$ cat src/hdl/hkca_pkg.sv
`default_nettype none
package hkca_pkg;

	typedef logic [1:0] status_t;

	// result status codes
	localparam status_t ST_OK   = 2'd0;
	localparam status_t ST_MISS = 2'd1;
	localparam status_t ST_FULL = 2'd2;

	// item function codes
	localparam logic FUNC_ADD    = 1'b0;
	localparam logic FUNC_LOOKUP = 1'b1;

	// hash mix multipliers
	localparam logic [31:0] MIX_MUL_A = 32'h7feb352d;
	localparam logic [31:0] MIX_MUL_B = 32'h846ca68b;

endpackage
`default_nettype wire

$ cat src/hdl/hkca_mixer.sv
`default_nettype none
// shared multiply-xorshift unit, one step of the hash mix per cycle
module hkca_mixer (
	input  wire         step,
	input  wire  [31:0] operand,
	output logic [31:0] result
);

	logic [31:0] mul;
	logic [31:0] p;

	always_comb begin
		mul    = step ? hkca_pkg::MIX_MUL_B : hkca_pkg::MIX_MUL_A;
		// only the low word of the product is kept
		p      = operand * mul;
		// first step shifts by 15, second by 16
		result = step ? (p ^ (p >> 16)) : (p ^ (p >> 15));
	end

endmodule
`default_nettype wire

$ cat config.mk
export PLATFORM = sky130hd
export DESIGN_NAME = hkca_mixer
export DESIGN_NICKNAME = d
export VERILOG_FILES = /design/src/hdl/hkca_pkg.sv /design/src/hdl/hkca_mixer.sv
export SDC_FILE = /design/constraint.sdc
export NUM_CORES = 1
export LEC_CHECK = 0
export BUFFER_PORTS_ARGS = -buffer_cell sky130_fd_sc_hd__buf_2
export CAP_MARGIN = 20
export CORE_MARGIN = 3
export CORE_UTILIZATION = 36
export DETAILED_ROUTE_END_ITERATION = 8
export RECOVER_POWER = 25
export SETUP_SLACK_MARGIN = 0.02
export SYNTH_ARGS = -nofsm -noshare
export SYNTH_HDL_FRONTEND = slang
export SYNTH_SLANG_ARGS = --single-unit
export TNS_END_PERCENT = 1
$ cat constraint.sdc
create_clock -name vclk -period 16.42
set_input_delay 1.642 -clock vclk [all_inputs]
set_output_delay 1.642 -clock vclk [all_outputs]
set_load 0.02 [all_outputs]
After elaboration in Yosys (flattened, before gate mapping)
Cells that the tools add are included.

Register bits: 0. Input bits: 33. Word-level logic and storage cells: 5.

Multipliers: 1. Mux-type cells: 2. Bitwise operators: 2.

Operators with widths (count): two-way mux 32 bit (2); multiplier 32 x 32 -> 32 bit (1); XOR 32 x 16 -> 32 bit (1); XOR 32 x 17 -> 32 bit (1).

Longest topological paths before layout
Depth after elaboration: 4. Gate-level depth with buffers: 32. Mapped depth without buffers: 28.

Worst setup path before layout
Ideal clock, no wire load.

Kind: input to output. Start: in step. End: out result[14]. Arrival: 9438 ps. Required time: 14778 ps. Path slack: 5340 ps. Cell stages on the path: 29. Path through: buf_2 > clkbuf_8 > clkbuf_1 > clkbuf_1 > nand2_1 > xnor2_1 > ha_1 > a31o_2 > fa_1 > fa_1 > inv_1 > fa_1 > inv_1 > fa_1 > inv_1 > fa_1 > inv_1 > fa_1 > fa_1 > ha_1 > and4_1 > nand3_1 > or4_1 > o21a_2 > a31oi_1 > a211oi_1 > xnor2_1 > mux2i_1 > xnor2_1.

Cells in the longest elaborated chain, start to end: 4. Elaborated cells between the ends (all ways): 5. Classes of those cells: mul: 1; mux: 2; bitwise: 2.

RTL lines: start: declaration (RTL line hkca_mixer.sv:4) `input wire step,`; two-way mux 32 bit (RTL line hkca_mixer.sv:13) `mul = step ? hkca_pkg::MIX_MUL_B : hkca_pkg::MIX_MUL_A;`; multiplier 32 x 32 -> 32 bit (RTL line hkca_mixer.sv:15) `p = operand * mul;`; XOR 32 x 17 -> 32 bit or XOR 32 x 16 -> 32 bit (tied branches) (RTL line hkca_mixer.sv:17) `result = step ? (p ^ (p >> 16)) : (p ^ (p >> 15));`; two-way mux 32 bit (*) (RTL line hkca_mixer.sv:17); end: declaration (RTL line hkca_mixer.sv:6) `output logic [31:0] result`.

Every way passes the cells marked *; elsewhere a longest branch is shown, timed or not.

Final worst setup path
Start: in step. End: out result[15].

The elaborated chain is that of the path after synthesis.

==> impl_metrics.ini <==
[layout]
multi_input_area_mm2 = 0.0103
n_sequential_cell = 0
register_area_um2 = 0
nFillCells = 3295
layout.cells.non_filler = 1762
drive_gt1_frac = 0.0566
finalInstanceArea_mm2 = 0.0127
nNetsFinal = 1802
areaGrowthSynthToFinish_pct = 7.70
postLayoutCoreUtil = 0.397
clkbuf_count = 0

[setup_path]
endpoint_kind = output pin
crit_required_ns = 14.78
start_kind = input pin
worstPathMaxFanout = 57
worstPathArrival_ns = 11.48
setup.worst_path.class = input pin to output pin

[min_path]
holdPathEnd = result[0]
hold_start = operand[0]
hold_path.class = input pin to output pin
holdPathStages = 3

[clocking]
cts-resized-gates = 0
post_cts_buffers = 0
hold_buffers = 0

[die]
rows = 65
initial_core_util = 0.369
die_x_um = 187
io_pins = 65
die_y_um = 187
die_area_mm2 = 0.0349
core_mm2 = 0.0319

[timing]
worst_slew_pin_slew_ns = 2.20
tns_ns = 0
setup-violations-final = 0
fmax_mhz = 76.2
hold_viol = 0
period_share = 0.799
slew-limit-headroom = -0.468
drv_slew = 58
rsz0062_at_grt = no
period_minus_slack_ns = 13.12

[yosys]
synth-simple-area-share = 0.0703
netlist_area_mm2 = 0.0118
synth_top_family_by_area = adder cells
yosys_warnings = 0
syn_avg_cell_area_um2 = 9.47
synth.area.mux_share = 0.0153
synth_cells = 1242
ys_types = 58
seq_area_frac_synth = 0
synth-compound-area-share = 0.0586
synth_xor_area_frac = 0.0761
yosys.area_share.adder = 0.647

[placed_design]
dp_hpwl_mm = 30.3
dp_cells = 1761
gp_congestion = 0.924
post_dp_cell_area_mm2 = 0.0127
port_buffers = 65

[global_routing]
antenna_found_initial = 1
grt_pass1_wl_mm = 51.1
grtUsageTotal = 0.189
grt_pass1_vias = 8838
grt_max_degree = 58
overflow = 0

[detailed_routing]
ant_nets = 0
wire_per_inst_um = 18.4
vias = 8159
viasPerCell = 4.63
drtIter0Drc = 389
firstDrtPassIters = 6
routed_wl_mm = 32.4
route.detailed.drc = 0

[job]
maxCapViolCount = 1

[outcome]
violations = capacitance limit, slew limit
outcome = finished with violations
how the worst max path moves through the flow:
stage          startpoint         end  slack [ns]  cells after the start
2_1_floorplan        step  result[14]        5.34                     29
3_3_place_gp         step  result[16]        4.77                     25
3_5_place_dp         step  result[16]        4.70                     25
4_1_cts              step  result[16]        4.67                     25
5_1_grt              step  result[15]        2.73                     25
6_report             step  result[15]        3.30                     25
area by class of cell:
cell class                      instances  area share
Antenna cell                            1    0.000197
Tap cell                              435      0.0430
Timing Repair Buffer                   66      0.0258
Inverter                              388       0.115
Multi-Input combinational cell        872       0.816
logic make-up after synthesis:
kind of cell               Yosys count
AOI/OAI and AO/OA                  105
xor gates and xnor gates            99
adders and majority gates          441
buffers and inverters              408
muxes                               18
other                                2
and+or+nand+nor                    169
metrics by stage:
stage	hold slack (ns)	setup slack, ns
final	3.84	3.30
after CTS	3.87	4.67
after floorplan	3.43	5.34
after global routing	3.86	2.73
after global placement	3.87	4.77
after detailed placement	3.87	4.70
critical path, cell delays in order:
cell and delay (ns):
buf_4 0.47, clkbuf_1 1.63, nand2_1 0.56, inv_1 0.20, fa_1 0.51, fa_1 0.52
fa_1 0.50, inv_1 0.05, fa_1 0.49, inv_1 0.06, fa_1 0.48, fa_1 0.47
fa_1 0.54, fa_1 0.42, ha_1 0.36, and2_1 0.18, a221oi_1 0.46, o21ai_1 0.14
a221o_1 0.35, a31oi_1 0.38, o21ai_1 0.18, xnor2_1 0.34, mux2i_1 0.15, xnor2_1 0.16
buf_2 0.18
routing by layer:
layer,vias to the layer above,part of all wire,GRT usage
li1,3828,-,-
met1,4107,0.45,0.271
met2,201,0.50,0.328
met3,23,0.040,0.00902
met4,0,0.016,0.0230
met5,-,0,0
cells in the final DEF (no fill, tap or decap), drive strengths merged, types with 2 or more instances in the layout:
| master | instances |
|---|---|
| mux2i | 18 |
| nand2b | 26 |
| a31o | 5 |
| a31oi | 4 |
| o211ai | 4 |
| a21o | 13 |
| nand4b | 2 |
| inv | 388 |
| nand4 | 2 |
| o21bai | 5 |
| nor3 | 7 |
| fa | 279 |
| a21oi | 37 |
| o21a | 6 |
| a211oi | 3 |
| or4 | 2 |
| o21ai | 17 |
| xnor2 | 82 |
| and3 | 4 |
| xor2 | 16 |
| clkbuf | 5 |
| nor2 | 31 |
| nand3 | 4 |
| and2 | 3 |
| nor2b | 10 |
| or3 | 2 |
| ha | 162 |
| nand2 | 70 |
| conb | 40 |
| buf | 61 |
cell usage after synthesis, types with 11 or more instances:
| library cell | instances | share of area |
|---|---|---|
| nor2_1 | 30 | 0.0096 |
| clkbuf_1 | 12 | 0.0038 |
| nand2b_1 | 26 | 0.014 |
| fa_1 | 279 | 0.47 |
| xor2_1 | 16 | 0.012 |
| o21ai_0 | 11 | 0.0047 |
| mux2i_1 | 18 | 0.015 |
| inv_1 | 387 | 0.12 |
| a21o_1 | 13 | 0.0083 |
| ha_1 | 162 | 0.17 |
| xnor2_1 | 80 | 0.060 |
| nand2_1 | 70 | 0.022 |
| a21oi_1 | 37 | 0.016 |
Power is left out: the tool's default activity adds up to more than one toggle a clock period on the data nets, which glitch-free logic cannot reach.
